<file path="src/rtl/ffa_pkg.sv">
`default_nettype none
package ffa_pkg;

    localparam int FREE_ENTRIES = 64;
    localparam int USED_ENTRIES = 64;
    localparam int OFFSET_BITS  = 24;
    localparam int HDR_BITS     = 8;
    localparam int CNT_W        = 7;
    localparam int UIDX_W       = 6;
    localparam int BLK_W        = OFFSET_BITS + 2;
    localparam int SPLIT_SLACK  = 3;

    localparam logic [OFFSET_BITS-1:0] HEAP_SIZE_RST = 24'd65536;
    localparam logic [OFFSET_BITS-1:0] HEAP_BASE_RST = 24'd16;
    localparam logic [HDR_BITS-1:0]    HEADER_RST    = 8'd8;

    localparam logic [1:0] CFG_HEAP_SIZE = 2'd0;
    localparam logic [1:0] CFG_HEAP_BASE = 2'd1;
    localparam logic [1:0] CFG_HEADER    = 2'd2;

    localparam logic OP_ALLOC = 1'b0;
    localparam logic OP_FREE  = 1'b1;

    localparam logic [1:0] ST_OK         = 2'd0;
    localparam logic [1:0] ST_NO_FIT     = 2'd1;
    localparam logic [1:0] ST_NOT_ALLOC  = 2'd2;
    localparam logic [1:0] ST_TABLE_FULL = 2'd3;

    typedef struct packed {
        logic [OFFSET_BITS-1:0] start;
        logic [OFFSET_BITS-1:0] last;
    } t_ext;

    typedef enum logic [2:0] {
        F_NONE,
        F_INIT,
        F_SET_START,
        F_SET_END,
        F_MERGE,
        F_INSERT
    } t_fop;

    typedef enum logic [1:0] {
        U_NONE,
        U_LOAD,
        U_SHIFT
    } t_uop;

    typedef struct packed {
        t_fop                   op;
        logic [CNT_W-1:0]       pos;
        logic [OFFSET_BITS-1:0] s;
        logic [OFFSET_BITS-1:0] e;
    } t_fcmd;

    typedef struct packed {
        t_uop                   op;
        logic [CNT_W-1:0]       pos;
        logic [OFFSET_BITS-1:0] s;
        logic [OFFSET_BITS-1:0] e;
    } t_ucmd;

endpackage
`default_nettype wire

</file>
<file path="src/rtl/ffa_used_cell.sv">
`default_nettype none
module ffa_used_cell (
    input  wire logic                               i_clk,
    input  wire logic [ffa_pkg::CNT_W-1:0]          i_index,
    input  wire ffa_pkg::t_ucmd                     i_cmd,
    input  wire ffa_pkg::t_ext                      i_right,
    input  wire logic [ffa_pkg::OFFSET_BITS-1:0]    i_key,
    output ffa_pkg::t_ext                           o_ext,
    output logic                                    o_hit
);
    ffa_pkg::t_ext r_ext;

    assign o_ext = r_ext;
    assign o_hit = r_ext.start == i_key;

    always_ff @(posedge i_clk) begin
        unique case (i_cmd.op)
            ffa_pkg::U_LOAD: begin
                if (i_index == i_cmd.pos) begin
                    r_ext.start <= i_cmd.s;
                    r_ext.last  <= i_cmd.e;
                end
            end
            ffa_pkg::U_SHIFT: begin
                if (i_index >= i_cmd.pos) r_ext <= i_right;
            end
            default: begin
            end
        endcase
    end
endmodule
`default_nettype wire

</file>
<file path="config.mk">
export PLATFORM = sky130hd
export DESIGN_NAME = ffa_used_cell
export DESIGN_NICKNAME = d
export VERILOG_FILES = /design/src/rtl/ffa_pkg.sv /design/src/rtl/ffa_used_cell.sv
export SDC_FILE = /design/constraint.sdc
export NUM_CORES = 1
export LEC_CHECK = 0
export ABC_AREA = 1
export BUFFER_PORTS_ARGS = -buffer_cell sky130_fd_sc_hd__buf_2
export CORE_MARGIN = 3
export CORE_UTILIZATION = 40
export DETAILED_ROUTE_END_ITERATION = 8
export PLACE_DENSITY = 0.78
export SYNTH_ARGS = -nofsm -noshare
export SYNTH_HDL_FRONTEND = slang
export SYNTH_SLANG_ARGS = --single-unit
</file>
<file path="constraint.sdc">
create_clock -name i_clk -period 3.8 [get_ports i_clk]
set_input_delay 1.14 -clock i_clk [delete_from_list [all_inputs] [get_ports i_clk]]
set_output_delay 1.14 -clock i_clk [all_outputs]
set_load 0.03 [all_outputs]
</file>
* Word level (Yosys, flattened, before mapping)
Cells that the tools add are included.
Cells by class: muxes and demuxes 3, reductions and logical operators 2, eq/ne operators 6, order comparisons 1
Operators by type and width (number):
- $mux W48 | 2
- $pmux W48 S2 | 1
- $eq A24 B24 Y1 | 1
- $eq A7 B7 Y1 | 1
- $ge A7 B7 Y1 | 1
- $ne A2 B2 Y1 const B | 2
- $reduce_and A3 Y1 | 1
- $eq A2 B1 Y1 const B | 1
- $eq A2 B2 Y1 const B | 1
- $reduce_bool A2 Y1 | 1
Storage, ports and cells: input bits 137, output and inout bits 49, register bits 48

* Longest topological paths before layout
depth after elaboration 3, gate-level depth with buffers 8, depth with buffers taken out 8

* Worst setup path before layout
Ideal clock, no wire load.
path type input -> register, start point input port i_cmd[54] (netlist bit), end point register r_ext (netlist bit o_ext[0]) (enable), path buffers 0, required time 3393 ps, stages 7, slack 486 ps, arrival 2907 ps, library setup time 407 ps, cell sequence inv_1 ha_1 nand2_1 nor2_1 nand4_1 nand3b_1 nand2_1
Between the ends: word-level cells in the longest chain between the ends 3
RTL lines:
- from (decl) | line ffa_used_cell.sv:5 | input wire ffa_pkg::t_ucmd i_cmd,
- $ge A7 B7 Y1 / $eq A7 B7 Y1 (equally long branches) | line ffa_used_cell.sv:25, ffa_used_cell.sv:19
- $ne A2 B2 Y1 (no line)
- $reduce_and A3 Y1 (no line) *
- to (signal assigned) | line ffa_used_cell.sv:25 | if (i_index >= i_cmd.pos) r_ext <= i_right;
- to (decl) | line ffa_used_cell.sv:11 | ffa_pkg::t_ext r_ext;
Mark *: on every way between the ends. The rest lies on a longest branch, timed or not. A chain may end at the register's enable or synchronous reset.

* Worst setup path after layout
start point input port i_key[0] (netlist bit), end point output port o_hit
Between the ends: word-level cells in the longest chain between the ends 1
RTL lines:
- from (decl) | line ffa_used_cell.sv:7 | input wire logic [ffa_pkg::OFFSET_BITS-1:0] i_key,
- $eq A24 B24 Y1 | line ffa_used_cell.sv:14 | assign o_hit = r_ext.start == i_key;
- to (decl) | line ffa_used_cell.sv:9 | output logic o_hit
Every way passes these cells.

==> flow_summary_export.csv <==
group,metric,value,unit
synthesis,synthesis.nets,486,
setup_path,slowest_stage,"buf_2",
setup_path,path_buf_inv,2,
sta,fmax,314.4,MHz
sta,finalCritPeriodShare,83.71,%
die,coreArea,6422,µm²
clock_network,cts_setup_buffers,0,
setup_path,crit_fanout,2,
synthesis,syn_area_per_cell,7.869,µm²
setup_path,crit_required,2.66,ns
synthesis,yosys_most_used_dff,"edfxtp_1",
clock_network,clk_path_buf_depth,2,
setup_path,crit_type,"input port to output pin",
setup_path,cp.arrival,2.04,ns
sta,slew_headroom,49.27,%
placement,io_buffers,185,
global_route,grt_antenna_before_repair,0,
sta,setup_viol,0,
synthesis,synth_cell_types,17,
flow_run,maxCapViolCount,0,
global_route,gr-total-overflow,0,
setup_path,path_depth,9,
synthesis,async_flop_share,0,%
die,die_area,7748,µm²
routing,wl,6.993,mm
routing,routed_via_density,4.477,
outcome,status,"complete, no violations",
clock_network,cts_root_buf,"clkbuf_8",
placement,gp_congestion,0.7407,
die,die_h,88.03,µm
pwr,ir_drop,0.1747,mV
layout,fin_nets,671,
sta,worstMarginPinSlew,0.7599,ns
worst_hold_path,hold_path_class,"input port to flip-flop",
synthesis,synth_warnings,0,
clock_network,tritoncts,"done",
clock_network,postCtsHoldBufs,0,
global_route,grt_pass1_vias,2594,
sta,fin_tns_setup,0,ns
setup_path,critPathMostFrequentCell,"nor2_1",
sta,final_hold_viol_count,0,
die,rows,29,
setup_path,crit_path_max_incr_delay,0.20,ns
pwr,powerDensity,327.2,nW/µm²
clock_network,cts_buffers,5,
layout,drive_above_1_share,37.57,%
routing,drc,0,
global_route,grt_start_max_net_pins,49,
clock_network,clkSinkCount,48,
clock_network,clk_pin_slew,0.08,ns
clock_network,cts_resized,0,
layout,syn2layout_area_growth,39.42,%
synthesis,mappedNetlistArea,2691,µm²
placement,post-place-cells,597,
setup_path,end_kind,"output pin",
layout,antennaDiodeCount,0,
die,initial_utilization,41.91,%
worst_hold_path,hold_depth,3,
synthesis,synth_seq_area_share,53.56,%
die,fp.dieW,88.03,µm
global_route,grt_pass1_wl,10.83,mm
layout,largest_register_ffs,48,
layout,final_cells,604,
pwr,power_leakage,2.099,nW
global_route,grt_usage,17.98,%
setup_path,crit_family,"simple AND/OR/NAND/NOR gates",
clock_network,htree_levels,2,
synthesis,synthCells,342,
routing,dr.first_iter.drc_count,96,
routing,wl_per_cell,11.58,µm
routing,drtPass1Iterations,4,
routing,vias,2704,
sta,fin_crit,3.181,ns
sta,maxSlewViolCount,0,
placement,place_area,3675,µm²
synthesis,synth_edf_count,48,
die,pin_count,186,
routing,antenna_left,0,
setup_path,crit_chain,"buf_2, nor2_1, nor2_1, nor2_1, nand2_1, nor2_1, nand2_1, nor2_1, buf_2",
layout,final_area,3752,µm²
placement,hpwl,5.778,mm
sta,rsz0062_at_grt,"no",
setup_path,cp-start-kind,"input port",
synthesis,synth_seq_cells,48,
through the flow:
step | power [mW] | setup WS, ns | hold WS [ns] | utilization [%]
after floorplan | 0.8380 | 0.4859 | 1.319 | -
after global placement | 0.9579 | 0.6381 | 1.405 | 57.22
after detailed placement | 0.9682 | 0.6296 | 1.407 | 57.22
after CTS | 1.247 | 0.6221 | 1.094 | 58.43
after global routing | 1.301 | 0.4926 | 1.105 | 58.43
final | 1.228 | 0.6189 | 1.110 | 58.43
synth_stat cells (2+ instances only):
library cell	count	share of area, %
a21oi_1	2	0.37
buf_2	6	1.1
buf_4	3	0.84
edfxtp_1	48	54
ha_1	7	3.3
inv_1	34	4.7
inv_2	2	0.28
nand2_1	195	27
nor2_1	30	4.2
o21ai_0	2	0.37
xnor2_1	7	2.3
logic make-up (layout without fill, tap and decap cells):
kind of cell               count (synthesis)  in the layout  synth area share, %
buffers and inverters                     46            231                7.392
DFF                                       48             48                53.56
adders and majority gates                  7              7                3.254
AOI/OAI and AO/OA                          5              5                1.023
and+or+nand+nor                          229            229                32.50
xor gates and xnor gates                   7              7                2.278
worst min-delay path, cell delays in order:
cell and delay, ns:
buf_2 0.07, nand2_1 0.04, nand2_1 0.04
power breakdown:
group          switching (mW)  internal [mW]  leakage (nW)  total [mW]
sequential             0.0170          0.630         0.430       0.647
combinational           0.188          0.118          1.63       0.305
clock                   0.150          0.125        0.0410       0.276
total                   0.355          0.873          2.10        1.23
per-layer routing:
metal | GRT usage (%) | share of wire [%]
met5 | 0 | 0
met4 | 4.945 | 1.0
met3 | 5.268 | 8.7
met2 | 33.63 | 53
met1 | 19.73 | 37
final cells by class:
type                    instances  area, µm²
repair buffers                188      948.4
multi-input cells             248       1054
well taps                      77      96.34
flip-flops and latches         48       1441
fillers                       592       2670
clock inverters                 1      5.005
inverters                      36      135.1
clock buffers                   6      72.57
path summary, 6_finish.rpt:
path | start | end | slack [ns]
worst min-delay path | i_cmd[8] | o_ext[8] | 1.11
worst max-delay path | i_key[0] | o_hit | 0.62
placed cells by master (no fill, tap or decap), drive strengths merged:
cell type	instances
a21o	1
a21oi	2
buf	188
clkbuf	6
clkinv	1
edfxtp	48
ha	7
inv	36
nand2	195
nand3	1
nand3b	1
nand4	1
nor2	31
o21ai	2
xnor2	7
No activity file was read; power rests on OpenSTA's default activity.
