--- config.mk ---
export PLATFORM = sky130hd
export DESIGN_NAME = ffa_free_cell
export DESIGN_NICKNAME = d
export VERILOG_FILES = /design/src/rtl/ffa_pkg.sv /design/src/rtl/ffa_free_cell.sv
export SDC_FILE = /design/constraint.sdc
export NUM_CORES = 1
export LEC_CHECK = 0
export ABC_AREA = 1
export BUFFER_PORTS_ARGS = -buffer_cell sky130_fd_sc_hd__buf_2
export CAP_MARGIN = 25
export CORE_AREA = 2 2 124 126
export DETAILED_ROUTE_END_ITERATION = 7
export DIE_AREA = 0 0 126 128
export PLACE_DENSITY_LB_ADDON = 0.12
export SLEW_MARGIN = 20
export SYNTH_ARGS = -nofsm -noshare
export SYNTH_HDL_FRONTEND = slang
export SYNTH_SLANG_ARGS = --single-unit
--- constraint.sdc ---
create_clock -name i_clk -period 4.6 [get_ports i_clk]
set_clock_uncertainty 0.15 [all_clocks]
set_input_delay 0.46 -clock i_clk [delete_from_list [all_inputs] [get_ports i_clk]]
set_output_delay 0.46 -clock i_clk [all_outputs]
set_load 0.005 [all_outputs]
--- src/rtl/ffa_pkg.sv ---
`default_nettype none
package ffa_pkg;

    localparam int FREE_ENTRIES = 64;
    localparam int USED_ENTRIES = 64;
    localparam int OFFSET_BITS  = 24;
    localparam int HDR_BITS     = 8;
    localparam int CNT_W        = 7;
    localparam int UIDX_W       = 6;
    localparam int BLK_W        = OFFSET_BITS + 2;
    localparam int SPLIT_SLACK  = 3;

    localparam logic [OFFSET_BITS-1:0] HEAP_SIZE_RST = 24'd65536;
    localparam logic [OFFSET_BITS-1:0] HEAP_BASE_RST = 24'd16;
    localparam logic [HDR_BITS-1:0]    HEADER_RST    = 8'd8;

    localparam logic [1:0] CFG_HEAP_SIZE = 2'd0;
    localparam logic [1:0] CFG_HEAP_BASE = 2'd1;
    localparam logic [1:0] CFG_HEADER    = 2'd2;

    localparam logic OP_ALLOC = 1'b0;
    localparam logic OP_FREE  = 1'b1;

    localparam logic [1:0] ST_OK         = 2'd0;
    localparam logic [1:0] ST_NO_FIT     = 2'd1;
    localparam logic [1:0] ST_NOT_ALLOC  = 2'd2;
    localparam logic [1:0] ST_TABLE_FULL = 2'd3;

    typedef struct packed {
        logic [OFFSET_BITS-1:0] start;
        logic [OFFSET_BITS-1:0] last;
    } t_ext;

    typedef enum logic [2:0] {
        F_NONE,
        F_INIT,
        F_SET_START,
        F_SET_END,
        F_MERGE,
        F_INSERT
    } t_fop;

    typedef enum logic [1:0] {
        U_NONE,
        U_LOAD,
        U_SHIFT
    } t_uop;

    typedef struct packed {
        t_fop                   op;
        logic [CNT_W-1:0]       pos;
        logic [OFFSET_BITS-1:0] s;
        logic [OFFSET_BITS-1:0] e;
    } t_fcmd;

    typedef struct packed {
        t_uop                   op;
        logic [CNT_W-1:0]       pos;
        logic [OFFSET_BITS-1:0] s;
        logic [OFFSET_BITS-1:0] e;
    } t_ucmd;

endpackage
`default_nettype wire

--- src/rtl/ffa_free_cell.sv ---
`default_nettype none
module ffa_free_cell (
    input  wire logic                               i_clk,
    input  wire logic [ffa_pkg::CNT_W-1:0]          i_index,
    input  wire ffa_pkg::t_fcmd                     i_cmd,
    input  wire ffa_pkg::t_ext                      i_left,
    input  wire ffa_pkg::t_ext                      i_right,
    input  wire logic [ffa_pkg::BLK_W-1:0]          i_blk,
    input  wire logic [ffa_pkg::OFFSET_BITS-1:0]    i_key_end,
    output ffa_pkg::t_ext                           o_ext,
    output logic                                    o_fit,
    output logic                                    o_lt
);
    ffa_pkg::t_ext                        r_ext;
    logic [ffa_pkg::OFFSET_BITS:0]        w_len;

    assign o_ext = r_ext;
    assign w_len = {1'b0, r_ext.last} - {1'b0, r_ext.start} + 1'b1;
    assign o_fit = (r_ext.last >= r_ext.start) &&
                   ({1'b0, w_len} > (i_blk + ffa_pkg::BLK_W'(ffa_pkg::SPLIT_SLACK)));
    assign o_lt  = i_key_end < r_ext.start;

    always_ff @(posedge i_clk) begin
        unique case (i_cmd.op)
            ffa_pkg::F_INIT: begin
                if (i_index == '0) begin
                    r_ext.start <= i_cmd.s;
                    r_ext.last  <= i_cmd.e;
                end
            end
            ffa_pkg::F_SET_START: begin
                if (i_index == i_cmd.pos) r_ext.start <= i_cmd.s;
            end
            ffa_pkg::F_SET_END: begin
                if (i_index == i_cmd.pos) r_ext.last <= i_cmd.e;
            end
            ffa_pkg::F_MERGE: begin
                // left neighbor absorbs the successor, the rest moves down
                if (i_index + 1'b1 == i_cmd.pos) r_ext.last <= i_right.last;
                else if (i_index >= i_cmd.pos) r_ext <= i_right;
            end
            ffa_pkg::F_INSERT: begin
                if (i_index == i_cmd.pos) begin
                    r_ext.start <= i_cmd.s;
                    r_ext.last  <= i_cmd.e;
                end else if (i_index > i_cmd.pos) begin
                    r_ext <= i_left;
                end
            end
            default: begin
            end
        endcase
    end
endmodule
`default_nettype wire

Yosys cells after proc, flatten, opt, wreduce, memory -nomap -nowiden
Index checks and enable logic that the tools add are counted.
{ "classes": {"add_sub_neg": 4, "order_cmp": 5, "eq_ne": 14, "mux": 10, "reduce_logical": 6} }
{ "op_table": {"columns": ["cell", "count"], "rows": [
  ["2-to-1 mux 48 bit", 4],
  ["case mux 24 bit (4 select lines)", 2],
  ["2-to-1 mux 24 bit", 4],
  ["adder 26 x 2 -> 26 bit (second input constant)", 1],
  ["greater-than comparator 25 x 26 -> 1 bit", 1],
  ["adder 25 x 1 -> 25 bit (second input constant)", 1],
  ["subtractor 24 x 24 -> 25 bit", 1],
  [">= comparator 24 bit", 1],
  ["< comparator 24 bit", 1],
  ["== test 7 bit", 2],
  ["!= test 2 bit (second input constant)", 5],
  ["nonzero test 4 bit", 2],
  ["adder 7 x 1 -> 7 bit (second input constant)", 1],
  [">= comparator 7 bit", 1],
  ["greater-than comparator 7 bit", 1],
  ["logical NOT 7 bit", 1],
  ["== test 3 x 2 -> 1 bit (second input constant)", 2],
  ["== test 3 bit (second input constant)", 2],
  ["!= test 3 bit (second input constant)", 2],
  ["AND reduction 6 bit", 1],
  ["AND reduction 5 bit", 1],
  ["== test 3 x 1 -> 1 bit (second input constant)", 1],
  ["logical AND 1 bit", 1]
]} }
{ "totals": {"inputBits": 212, "regBits": 48, "out_inout_bits": 50, "word_cells": 41} }

Logic depth before layout (Yosys ltp)
{ "logic_depth": {"word_depth": 4, "mapped_depth": 27, "ltp_nobuf": 27} }

Worst setup path before layout
Ideal clock, no wire load.
{ "synth_path": {"kind": "flip-flop to output port", "startpoint": "register r_ext, in the netlist o_ext[1]", "endpoint": "output o_fit", "required_time_ps": 3990, "stages_incl_launch_ff": 22, "path_buffers": 0, "path_slack_ps": 995, "arrival_time_ps": 2995, "path_cell_list": "edfxtp_1 -> inv_1 -> ha_1 -> inv_1 -> ha_1 -> inv_1 -> fa_1 -> o21ai_1 -> nand2_1 -> nand2_1 -> nand2_1 -> nand3_1 -> nand3b_1 -> nand3_1 -> nand2_1 -> ha_1 -> nand4_1 -> nor3_1 -> nand2_1 -> nand2_1 -> nand3_1 -> a21oi_1"} }
{ "synth_via": {"elab_chain_cells": 4, "word_cells_on_any_way": 5, "classes_between": "add/sub: 2; order compare: 2; reduce/logical: 1"} }
{ "synth_lines": {"columns": ["item", "line_no", "rtl"], "rows": [
  ["start, declared", "ffa_free_cell.sv:14", "ffa_pkg::t_ext r_ext;"],
  ["start signal, assigned", "ffa_free_cell.sv:40", "else if (i_index >= i_cmd.pos) r_ext <= i_right;"],
  ["start signal, assigned", "ffa_free_cell.sv:47", "r_ext <= i_left;"],
  ["subtractor 24 x 24 -> 25 bit", "ffa_free_cell.sv:18", "assign w_len = {1'b0, r_ext.last} - {1'b0, r_ext.start} + 1'b1;"],
  ["adder 25 x 1 -> 25 bit", "ffa_free_cell.sv:18", null],
  ["greater-than comparator 25 x 26 -> 1 bit", "ffa_free_cell.sv:20", "({1'b0, w_len} > (i_blk + ffa_pkg::BLK_W'(ffa_pkg::SPLIT_SLACK)));"],
  ["logical AND 1 bit *", "ffa_free_cell.sv:19", "assign o_fit = (r_ext.last >= r_ext.start) &&"],
  ["end, declared", "ffa_free_cell.sv:11", "output logic o_fit,"]
]} }
Mark *: on every way between the ends. The rest lies on a longest branch, timed or not.

Worst setup path in the final report
Same ends and word-level chain as after synthesis.

==> metrics.txt <==
DR pass1 iterations 5; CORE AREA 0.0149 mm^2; critical path type reg -> out; Placer Congestion 0.947; WL/cell 16.3 um; number of flip-flops in the largest register 48; critical path arrival 3.73 ns; # port buffers 261; CTS Sinks 48; CTS root buf clkbuf_16; fillers 1498; mux cell area share after synthesis 0%; Die Area 0.0161 mm^2; CP max-delay cell edfxtp_1; Final Max Slew Viols 0; setup_tns 0 ns; TritonCTS clock tree yes; Mapped Area 0.00749 mm^2; Overall Power 2520 uW; Syn Area/Cell 7.09 um^2; leakage 0.00456 uW; initial antenna violation count 4; cell family with most CP delay simple AND/OR/NAND/NOR gates; Worst Setup EP o_fit; Die Height 128 um; crit-path cells inv_1, ha_1, inv_1, ha_4, inv_1, fa_2, o21ai_1, nand2_1, nand2_2, nand2_1, nand3_1, nand3b_1, nand3_1, nand2_1, ha_1, nand4_1, nor3_2, nand2_1, nand2_1, nand3_1, a21oi_1, buf_2; CTS Buf Count 5; H-Tree Depth 2; Synth Warn # 0; Post-Synthesis Cells 1056; Max VDD drop 0.000158 V; max-cap viol count 0; compound-gate portion of the synthesized area 17.5%; Max clock buf depth 2; vias 7983; crit start category flip-flop; adder-cell area share of the yosys netlist 20.9%; max incr delay on CP 0.41 ns; first-pass GRT wire length 38300 um; most frequent cells in the layout buf_2, nand2_1, inv_1, nor2_1, ha_1; vias in the first global route 7781; post-DP HPWL 20600 um; cell mode on critical path nand2_1; Hold WC Path Type in -> reg; Worst Tran Pin Value 0.891 ns; Top Ports 262; #FFs+latches synth 48; Final period util 94.3%; Max FO, Critical Path 5; Initial Util 50.4%; f_max 231 MHz; CP Launch Point o_ext[1]; largest family of logic cells by synthesized area simple AND/OR/NAND/NOR gates; # DRC 0; hold_buf cts 0; Critical path buffers and inverters 4; crit end category output port; Fin. Hold Viols 0; # nets final 1629; simple-gate area share of the yosys netlist 26.9%; sequential area share after synthesis 19.2%; largest net degree at the start of global routing 50; slew margin rel. 40.5%; Die Wd 126 um; Via density 5.35; count of cell types in the netlist 39; Req. time, crit path 3.99 ns; Net Count, Synth 1386; dpl cell area 0.00888 mm^2; pwr dens 278 mW/mm^2; Post-Synth XOR/XNOR Area 5.61%; DRT iter0 DRCs 471; post-route ant nets 0; Final min period 4.34 ns; most common cell after layout, fill and taps aside buf_2; outcome finished, final reports clean; clock transition at the registers of the reported paths 0.08 ns; share of cells above drive strength 1 25.1%; area delta synth->final 21.2%; final WL 24400 um; Levels on crit path 22; row count 45; grt total ovfl 0; post-route design area 0.00908 mm^2; final setup violation count 0; total track usage 29.7%
[per-layer routing]
layer	part of all wire, %	up-vias	track usage [%]	wire length (um)
met5	0.053	-	0	13
li1	-	4074	-	-
met2	50	253	53.8	12300
met3	4.8	58	3.88	1180
met1	41	3596	35.5	9960
met4	3.8	2	12.4	936
[per-stage QoR]
stage	hold WS [ns]	utilization, %	setup slack, ns	instances
floorplan	0.508	-	0.995	1056
global placement	0.601	59.7	0.387	1480
detailed placement	0.603	59.7	0.334	1480
CTS	0.288	60.9	0.00862	1488
global route	0.304	61.1	-0.0130	1491
finish	0.289	61.1	0.262	1491
[cell families after synthesis]
| logic type | after synthesis |
|---|---|
| simple gates | 462 |
| compound gates | 206 |
| buf+inv | 174 |
| fa+ha+maj | 118 |
| xor+xnor | 48 |
| flops | 48 |
[area by class of cell]
type                    instances  area (um^2)  area share, %
multi-input cells             834         5340           58.8
flip-flops and latches         48         1440           15.9
repair buffers                266         1340           14.8
inverters                     144          541           5.95
well taps                     188          235           2.59
clock buffers                   5          125           1.38
clock inverters                 3         42.5          0.469
diodes                          3         7.51         0.0827
[cell usage after synthesis]
cell type	number	area, um^2
clkbuf_1	10	37.5
nand3_1	87	435
nor3_2	4	40.0
nand4_2	1	12.5
nand2_1	199	747
inv_1	133	499
buf_6	9	101
ha_1	106	1330
nand4_1	21	131
buf_1	2	7.51
nor3_1	13	65.1
a31oi_1	2	12.5
xor2_1	34	298
buf_2	8	40.0
nor2_2	1	6.26
o211ai_1	29	218
nor4_1	4	25.0
o21ai_1	24	120
nand2_2	2	12.5
o21ai_0	54	270
nor2_4	1	11.3
xnor2_1	14	123
nand3b_1	3	22.5
edfxtp_1	48	1440
nor3_4	2	32.5
a21boi_0	1	7.51
fa_1	12	240
nand3_2	1	10.0
nor2_1	122	458
inv_2	11	41.3
a21o_1	4	30.0
o21bai_1	5	37.5
clkbuf_2	1	5.00
and3_1	1	6.26
o211ai_2	20	250
o21a_1	6	45.0
a21oi_2	3	26.3
o31ai_1	2	15.0
a21oi_1	56	280
[where the power goes]
part | switching (uW) | total [uW] | internal [uW]
clock network | 166 | 422 | 256
registers | 46.5 | 595 | 548
logic | 905 | 1510 | 601
[how the worst min path moves through the flow]
stage,start,end,depth (start not counted)
after floorplan,i_right[0],o_ext[0],2
final,i_right[42],o_ext[42],3
after detailed placement,i_right[44],o_ext[44],3
after CTS,i_right[44],o_ext[44],3
after global routing,i_right[44],o_ext[44],3
after global placement,i_right[39],o_ext[39],3
[timing repair]
item,4_1_cts,5_1_grt
resized for setup,0,5
buffers inserted,0,0
setup endpoints to repair,0,1
Note: power is estimated with default switching activity, not from simulation.
